**src/sv/sibs_pkg.sv**
```systemverilog
// Shared types, sizes and codes for the sorted insert / binary search core.
// No dependencies; used by sibs_store and sorted_insert_binary_search_core.
`default_nettype none
package sibs_pkg;

    localparam int DEPTH  = 32;
    localparam int ADDR_W = $clog2(DEPTH);
    localparam int CNT_W  = $clog2(DEPTH + 1);

    localparam int OPC_W  = 2;
    localparam int VAL_W  = 8;
    localparam int STS_W  = 2;
    localparam int POS_W  = 5;
    localparam int ECNT_W = 6;

    localparam logic [OPC_W-1:0] OP_CLEAR  = 2'd0;
    localparam logic [OPC_W-1:0] OP_APPEND = 2'd1;
    localparam logic [OPC_W-1:0] OP_SEARCH = 2'd2;

    localparam logic [STS_W-1:0] ST_OK        = 2'd0;
    localparam logic [STS_W-1:0] ST_NOT_FOUND = 2'd1;
    localparam logic [STS_W-1:0] ST_FULL      = 2'd2;

    typedef struct packed {
        logic [OPC_W-1:0]        opcode;
        logic signed [VAL_W-1:0] value;
    } in_item_t;

    typedef struct packed {
        logic [STS_W-1:0]  status;
        logic [POS_W-1:0]  position;
        logic [ECNT_W-1:0] entry_count;
    } out_item_t;

    // store access issued by the sequencer each cycle
    typedef struct packed {
        logic              wr_en;
        logic [ADDR_W-1:0] wr_addr;
        logic [VAL_W-1:0]  wr_data;
        logic [ADDR_W-1:0] rd_addr;
    } mem_req_t;

endpackage
`default_nettype wire

```
**src/sv/sibs_store.sv**
```systemverilog
// Entry store: one write port, one read port with registered read data.
// Depends on sibs_pkg.
`default_nettype none
module sibs_store (
    input  wire logic                          aclk,
    input  wire sibs_pkg::mem_req_t            req,
    output logic [sibs_pkg::VAL_W-1:0]         rd_data
);

    logic [sibs_pkg::VAL_W-1:0] mem [sibs_pkg::DEPTH];
    logic [sibs_pkg::VAL_W-1:0] rd_data_reg;

    always_ff @(posedge aclk) begin
        if (req.wr_en) begin
            mem[req.wr_addr] <= req.wr_data;
        end
        rd_data_reg <= mem[req.rd_addr];
    end

    assign rd_data = rd_data_reg;

endmodule
`default_nettype wire

```
**src/sv/sorted_insert_binary_search_core.sv**
```systemverilog
// Sorted store of signed bytes with insertion and binary search.
// Depends on sibs_pkg and sibs_store.
//
//  channel | dir | handshake        | payload
//  s_      | in  | s_valid/s_ready  | s_data  (opcode, value)
//  m_      | out | m_valid/m_ready  | m_data  (status, position, entry_count)
//
// Clear, unused opcode and full append go straight to the finish state. Append:
// one shifted entry per cycle through the store's single read and write port.
// Search: each probe is a registered store read, then a compare; up to
// log2(DEPTH)+1 probes. aresetn empties the store (count only).
// s_ready is high only in idle; a result waiting on m_ready holds the next item
// in its finish state, so one new item can be worked on meanwhile.
`default_nettype none
module sorted_insert_binary_search_core (
    input  wire logic                aclk,
    input  wire logic                aresetn,
    input  wire logic                s_valid,
    output logic                     s_ready,
    input  wire sibs_pkg::in_item_t  s_data,
    output logic                     m_valid,
    input  wire logic                m_ready,
    output sibs_pkg::out_item_t      m_data
);

    localparam logic [2:0] S_IDLE = 3'd0;
    localparam logic [2:0] S_INS  = 3'd1;
    localparam logic [2:0] S_SRD  = 3'd2;
    localparam logic [2:0] S_SCMP = 3'd3;
    localparam logic [2:0] S_FIN  = 3'd4;

    logic [2:0]                        state_reg, state_next;
    logic [sibs_pkg::CNT_W-1:0]        count_reg, count_next;
    logic signed [sibs_pkg::VAL_W-1:0] key_reg, key_next;
    logic [sibs_pkg::ADDR_W-1:0]       pos_reg, pos_next;
    logic [sibs_pkg::CNT_W-1:0]        lo_reg, lo_next;
    logic [sibs_pkg::CNT_W-1:0]        hi_reg, hi_next;   // right + 1
    logic [sibs_pkg::ADDR_W-1:0]       mid_reg, mid_next;
    sibs_pkg::out_item_t               res_reg, res_next;
    sibs_pkg::out_item_t               m_data_reg, m_data_next;
    logic                              m_valid_reg, m_valid_next;

    sibs_pkg::mem_req_t                req;
    logic [sibs_pkg::VAL_W-1:0]        rd_data;
    logic signed [sibs_pkg::VAL_W-1:0] entry;
    logic [sibs_pkg::CNT_W-1:0]        mid_full;
    logic [sibs_pkg::CNT_W-1:0]        count_inc;

    sibs_store u_store (
        .aclk    (aclk),
        .req     (req),
        .rd_data (rd_data)
    );

    assign entry     = $signed(rd_data);
    assign mid_full  = lo_reg + ((hi_reg - lo_reg - sibs_pkg::CNT_W'(1)) >> 1);
    assign count_inc = count_reg + sibs_pkg::CNT_W'(1);

    assign s_ready = (state_reg == S_IDLE);
    assign m_valid = m_valid_reg;
    assign m_data  = m_data_reg;

    always_comb begin
        state_next   = state_reg;
        count_next   = count_reg;
        key_next     = key_reg;
        pos_next     = pos_reg;
        lo_next      = lo_reg;
        hi_next      = hi_reg;
        mid_next     = mid_reg;
        res_next     = res_reg;
        m_data_next  = m_data_reg;
        m_valid_next = m_valid_reg;
        req.wr_en    = 1'b0;
        req.wr_addr  = pos_reg;
        req.wr_data  = key_reg;
        req.rd_addr  = '0;

        if (m_valid_reg && m_ready) begin
            m_valid_next = 1'b0;
        end

        unique case (state_reg)
            S_IDLE: begin
                if (s_valid) begin
                    key_next             = s_data.value;
                    res_next.status      = sibs_pkg::ST_OK;
                    res_next.position    = '0;
                    res_next.entry_count = sibs_pkg::ECNT_W'(count_reg);
                    state_next           = S_FIN;
                    priority if (s_data.opcode == sibs_pkg::OP_CLEAR) begin
                        count_next           = '0;
                        res_next.entry_count = '0;
                    end else if (s_data.opcode == sibs_pkg::OP_APPEND) begin
                        if (count_reg >= sibs_pkg::CNT_W'(sibs_pkg::DEPTH)) begin
                            res_next.status = sibs_pkg::ST_FULL;
                        end else begin
                            pos_next    = sibs_pkg::ADDR_W'(count_reg);
                            req.rd_addr = sibs_pkg::ADDR_W'(count_reg - sibs_pkg::CNT_W'(1));
                            state_next  = S_INS;
                        end
                    end else if (s_data.opcode == sibs_pkg::OP_SEARCH) begin
                        lo_next    = '0;
                        hi_next    = count_reg;
                        state_next = S_SRD;
                    end else begin
                        // unused opcode: no change
                    end
                end
            end
            S_INS: begin
                // rd_data holds entry pos_reg-1; next lower entry is read speculatively
                req.rd_addr = pos_reg - sibs_pkg::ADDR_W'(2);
                if (pos_reg != '0 && key_reg < entry) begin
                    req.wr_en   = 1'b1;
                    req.wr_data = rd_data;
                    pos_next    = pos_reg - sibs_pkg::ADDR_W'(1);
                end else begin
                    req.wr_en            = 1'b1;
                    count_next           = count_inc;
                    res_next.status      = sibs_pkg::ST_OK;
                    res_next.position    = sibs_pkg::POS_W'(pos_reg);
                    res_next.entry_count = sibs_pkg::ECNT_W'(count_inc);
                    state_next           = S_FIN;
                end
            end
            S_SRD: begin
                if (hi_reg > lo_reg) begin
                    mid_next    = sibs_pkg::ADDR_W'(mid_full);
                    req.rd_addr = sibs_pkg::ADDR_W'(mid_full);
                    state_next  = S_SCMP;
                end else begin
                    res_next.status   = sibs_pkg::ST_NOT_FOUND;
                    res_next.position = '0;
                    state_next        = S_FIN;
                end
            end
            S_SCMP: begin
                priority if (entry == key_reg) begin
                    res_next.status   = sibs_pkg::ST_OK;
                    res_next.position = sibs_pkg::POS_W'(mid_reg);
                    state_next        = S_FIN;
                end else if (entry < key_reg) begin
                    lo_next    = sibs_pkg::CNT_W'(mid_reg) + sibs_pkg::CNT_W'(1);
                    state_next = S_SRD;
                end else begin
                    hi_next    = sibs_pkg::CNT_W'(mid_reg);
                    state_next = S_SRD;
                end
            end
            S_FIN: begin
                if (!m_valid_reg || m_ready) begin
                    m_data_next  = res_reg;
                    m_valid_next = 1'b1;
                    state_next   = S_IDLE;
                end
            end
            default: begin
                state_next = S_IDLE;
            end
        endcase
    end

    always_ff @(posedge aclk) begin
        if (!aresetn) begin
            state_reg   <= S_IDLE;
            count_reg   <= '0;
            m_valid_reg <= 1'b0;
        end else begin
            state_reg   <= state_next;
            count_reg   <= count_next;
            m_valid_reg <= m_valid_next;
        end
    end

    always_ff @(posedge aclk) begin
        key_reg    <= key_next;
        pos_reg    <= pos_next;
        lo_reg     <= lo_next;
        hi_reg     <= hi_next;
        mid_reg    <= mid_next;
        res_reg    <= res_next;
        m_data_reg <= m_data_next;
    end

endmodule
`default_nettype wire
```
**config.mk**
```make
export PLATFORM = sky130hd
export DESIGN_NAME = sorted_insert_binary_search_core
export DESIGN_NICKNAME = d
export VERILOG_FILES = /design/src/sv/sibs_pkg.sv /design/src/sv/sibs_store.sv /design/src/sv/sorted_insert_binary_search_core.sv
export SDC_FILE = /design/constraint.sdc
export NUM_CORES = 1
export LEC_CHECK = 0
export BUFFER_PORTS_ARGS = -buffer_cell sky130_fd_sc_hd__buf_4
export CAP_MARGIN = 0
export CORE_ASPECT_RATIO = 1.1
export CORE_UTILIZATION = 35
export DETAILED_ROUTE_END_ITERATION = 6
export PLACE_DENSITY_LB_ADDON = 0.08
export SLEW_MARGIN = 25
export SYNTH_ARGS = -nofsm -noshare
export SYNTH_HDL_FRONTEND = slang
export SYNTH_SLANG_ARGS = --single-unit
export TNS_END_PERCENT = 20
```
**constraint.sdc**
```tcl
create_clock -name aclk -period 4.59 [get_ports aclk]
set_clock_uncertainty 0.05 [all_clocks]
set_input_delay 0.2295 -clock aclk [delete_from_list [all_inputs] [get_ports aclk]]
set_output_delay 0.2295 -clock aclk [all_outputs]
set_load 0.1 [all_outputs]
```
==> metrics <==
drc violations=0; Area after DPL=roughly 15000 um^2; flip-flop count of the largest register after layout=roughly 260; Req. time, crit path=a little under 5 ns; most numerous cell in the Yosys netlist=edfxtp_1; Post-synth EDFFs=between 300 and 400; outcome=finished, final reports clean; number of global-route vias before repair=between 9000 and 10000; Clk Latency, worst-skew pair=around 0.54 ns; Post-Synthesis Cell Area=14300 um^2; pre-CTS setup slack=0.450 ns; dominant synthesized flop cell=edfxtp_1; leakage power=between 5 and 6 nW; global route overflow=0; drt first-iter violations=roughly 580; Sw Pwr=2.07 mW; share of the yosys chip area belonging to registers=about 68%; Fin. Hold Viols=0; Peak VDD IR=242 uV; Worst-path clk slew=roughly 0.06 ns; nets=roughly 1200; Initial Util=between 30% and 40%; Port-buffer cells=28; Yosys top cell by area=edfxtp_1; post-synth top area share=approximately two thirds; post-synth net total=roughly 1200; global-route wire length before repair=~60000 um; HP Class=input port to flip-flop; crit path buf inv count=5; layout cells sized above 1=a little under an eighth; Max-cap violations=0; sw frac=27.4%; worst slew pin tran=0.981 ns; vias per cell=roughly 5.2; Total Neg Setup Slack=0 ns; CTS tree=yes; PnR worst setup slack=between 0.3 and 0.4 ns; DR WL/cell=about 23 um; pwr/cell area=about 460 nW/um^2; post_cts resized=0; Peak Freq=around 240 MHz; Crit Path Class=flip-flop to flip-flop; fin cells=between 1500 and 2000; synth-to-layout area growth=14.3%; routed vias=8878; Synth Register Bits=330; delay-heaviest family, CP=compound AO/OA/AOI/OAI gates; CP max stage cell=o21ai_4; CTS H-tree lvls=2; GRT Total Usage=approximately 20%; Max-slew headroom=between 30 and 40%; RSZ-0062 raised after global routing=false; synth warn=0; post-route design area=approximately 16000 um^2; Root Driver=clkbuf_16; CTS sink count=between 300 and 400; Most Frequent Cell on Critical Path=inv_1; ant diodes=0; worst path cell trace=inv_1 -> ha_1 -> inv_1 -> fa_1 -> inv_1 -> ha_1 -> inv_1 -> fa_1 -> o21ai_4 -> buf_4 -> mux2i_1 -> o22ai_1 -> a311oi_1 -> a32oi_1; DRT Pass-1 Iters=5; Internal Power=approximately 5.5 mW; Vert. Die Dim=between 200 and 250 um; synthesized netlist cell count=~1100; largest net degree at the start of global routing=between 90 and 100; Final Max Slew Viols=0; Synth Area per Inst=about 13 um^2; Seq pwr share=roughly 47%; Final ANT Viol Nets=0; CP startpoint kind=flip-flop; synth unique cells=72; fin crit share=about nine tenths; RD Place Congestion=just over 0.8; ys async rst share=0%; Hold WS=between 0.07 and 0.08 ns; Worst setup EP type=flip-flop; WP data arrival=~4.5 ns; Worst path max stage delay=0.57 ns; initial antenna violation count=1; IO Pins=29; DP Cell Count=1634; routed wire length=approximately 40000 um; core area=roughly 40000 um^2; Max Fanout on Critical Path=20; hpwl dp=approximately 26000 um; Setup violations, final=0; post-route minimum period=4.20 ns; Clock Power Share=a little under two fifths; clock tree buffer depth=3; CTS buffer count=37; layout filler cell count=3796; num rows=77; Post-synth top cells=edfxtp_1, nand2_1, nand3_1, nor2_1, a21oi_1; most area-consuming cells after synthesis=edfxtp_1, nand2_1, nand3_1, ha_1, dfxtp_1; Die ar.=~42000 um^2; Comb power frac=between 10% and 20%; die span in x=around 200 um
[through the flow]
stage	power, mW	util (%)
2_1_floorplan	4.32	-
3_3_place_gp	4.79	37.4
3_5_place_dp	4.79	37.4
4_1_cts	7.65	40.6
5_1_grt	7.84	40.6
6_report	7.56	40.6
[worst paths after layout]
kind	slack, ns	startpoint	endpoint	depth (start not counted)
hold / removal	0.07	s_data[8]	res_reg[12]	2
setup / recovery	0.39	lo_reg[0]	u_store.rd_data[5]	14
setup reg to reg	0.39	lo_reg[0]	u_store.rd_data[5]	14
hold reg to reg	0.37	res_reg[8]	m_data[8]	0
[cells by family (layout without fill, tap and decap cells)]
logic type	after synthesis	count (layout)	synth area share, %
DFF	330	330	68.1
xor gates and xnor gates	19	19	1.16
buffers and inverters	98	176	3.53
adders and majority gates	31	31	2.82
muxes	29	29	2.09
and+or+nand+nor	442	442	13.5
AOI/OAI and AO/OA	172	172	8.82
[routing by layer]
metal	vias up	GRT usage [%]	wire length, um
met4	0	8.15	1550
met2	215	33.2	19400
met3	61	3.77	1830
met1	4359	24.0	16700
li1	4243	-	-
met5	-	0	0
[layout by cell type, fill, tap and decap left out, drive strengths merged, types with 11 or more instances in the layout]
master / Yosys / routed
nand2: 246 / 246
xnor2: 15 / 15
nor2: 60 / 60
nand4: 14 / 14
inv: 41 / 42
nand3: 80 / 80
mux2i: 22 / 22
a32oi: 14 / 14
clkbuf: 18 / 55
clkinv: 1 / 11
ha: 29 / 29
o21ai: 25 / 25
edfxtp: 312 / 312
dlygate4sd3: 0 / 11
a31oi: 19 / 19
buf: 38 / 56
a21oi: 45 / 45
dfxtp: 18 / 18
[power groups by stage]
stage | clock network [mW] | registers (mW) | logic (mW)
global route | 3.01 | 3.59 | 1.24
finish | 2.84 | 3.58 | 1.14
floorplan | 0 | 3.65 | 0.665
CTS | 2.91 | 3.58 | 1.16
detailed placement | 0 | 3.64 | 1.15
global placement | 0 | 3.65 | 1.15
[final cells by class]
class / count / area (um^2) / area share, %
Clock buffer: 55 / 1080 / 6.58
Clock inverter: 12 / 82.6 / 0.505
Inverter: 42 / 159 / 0.972
Multi-Input combinational cell: 693 / 4090 / 25.0
Sequential cell: 330 / 9730 / 59.5
Tap cell: 513 / 642 / 3.93
Timing Repair Buffer: 67 / 568 / 3.48
[worst register-to-register path: stages, from the launching register on]
cell and delay (ns):
edfxtp_1 0.42, inv_1 0.08, ha_1 0.16, inv_1 0.05, fa_1 0.47, inv_1 0.05, ha_1 0.19, inv_1 0.07
fa_1 0.51, o21ai_4 0.58, buf_4 0.40, mux2i_1 0.23, o22ai_1 0.12, a311oi_1 0.51, a32oi_1 0.15
[timing repair]
action | in CTS | in global routing
hold buffers | 11 | 0
setup buffers | 0 | 0
hold endpoints to repair | 15 | 0
(Power assumes the default switching activity.)
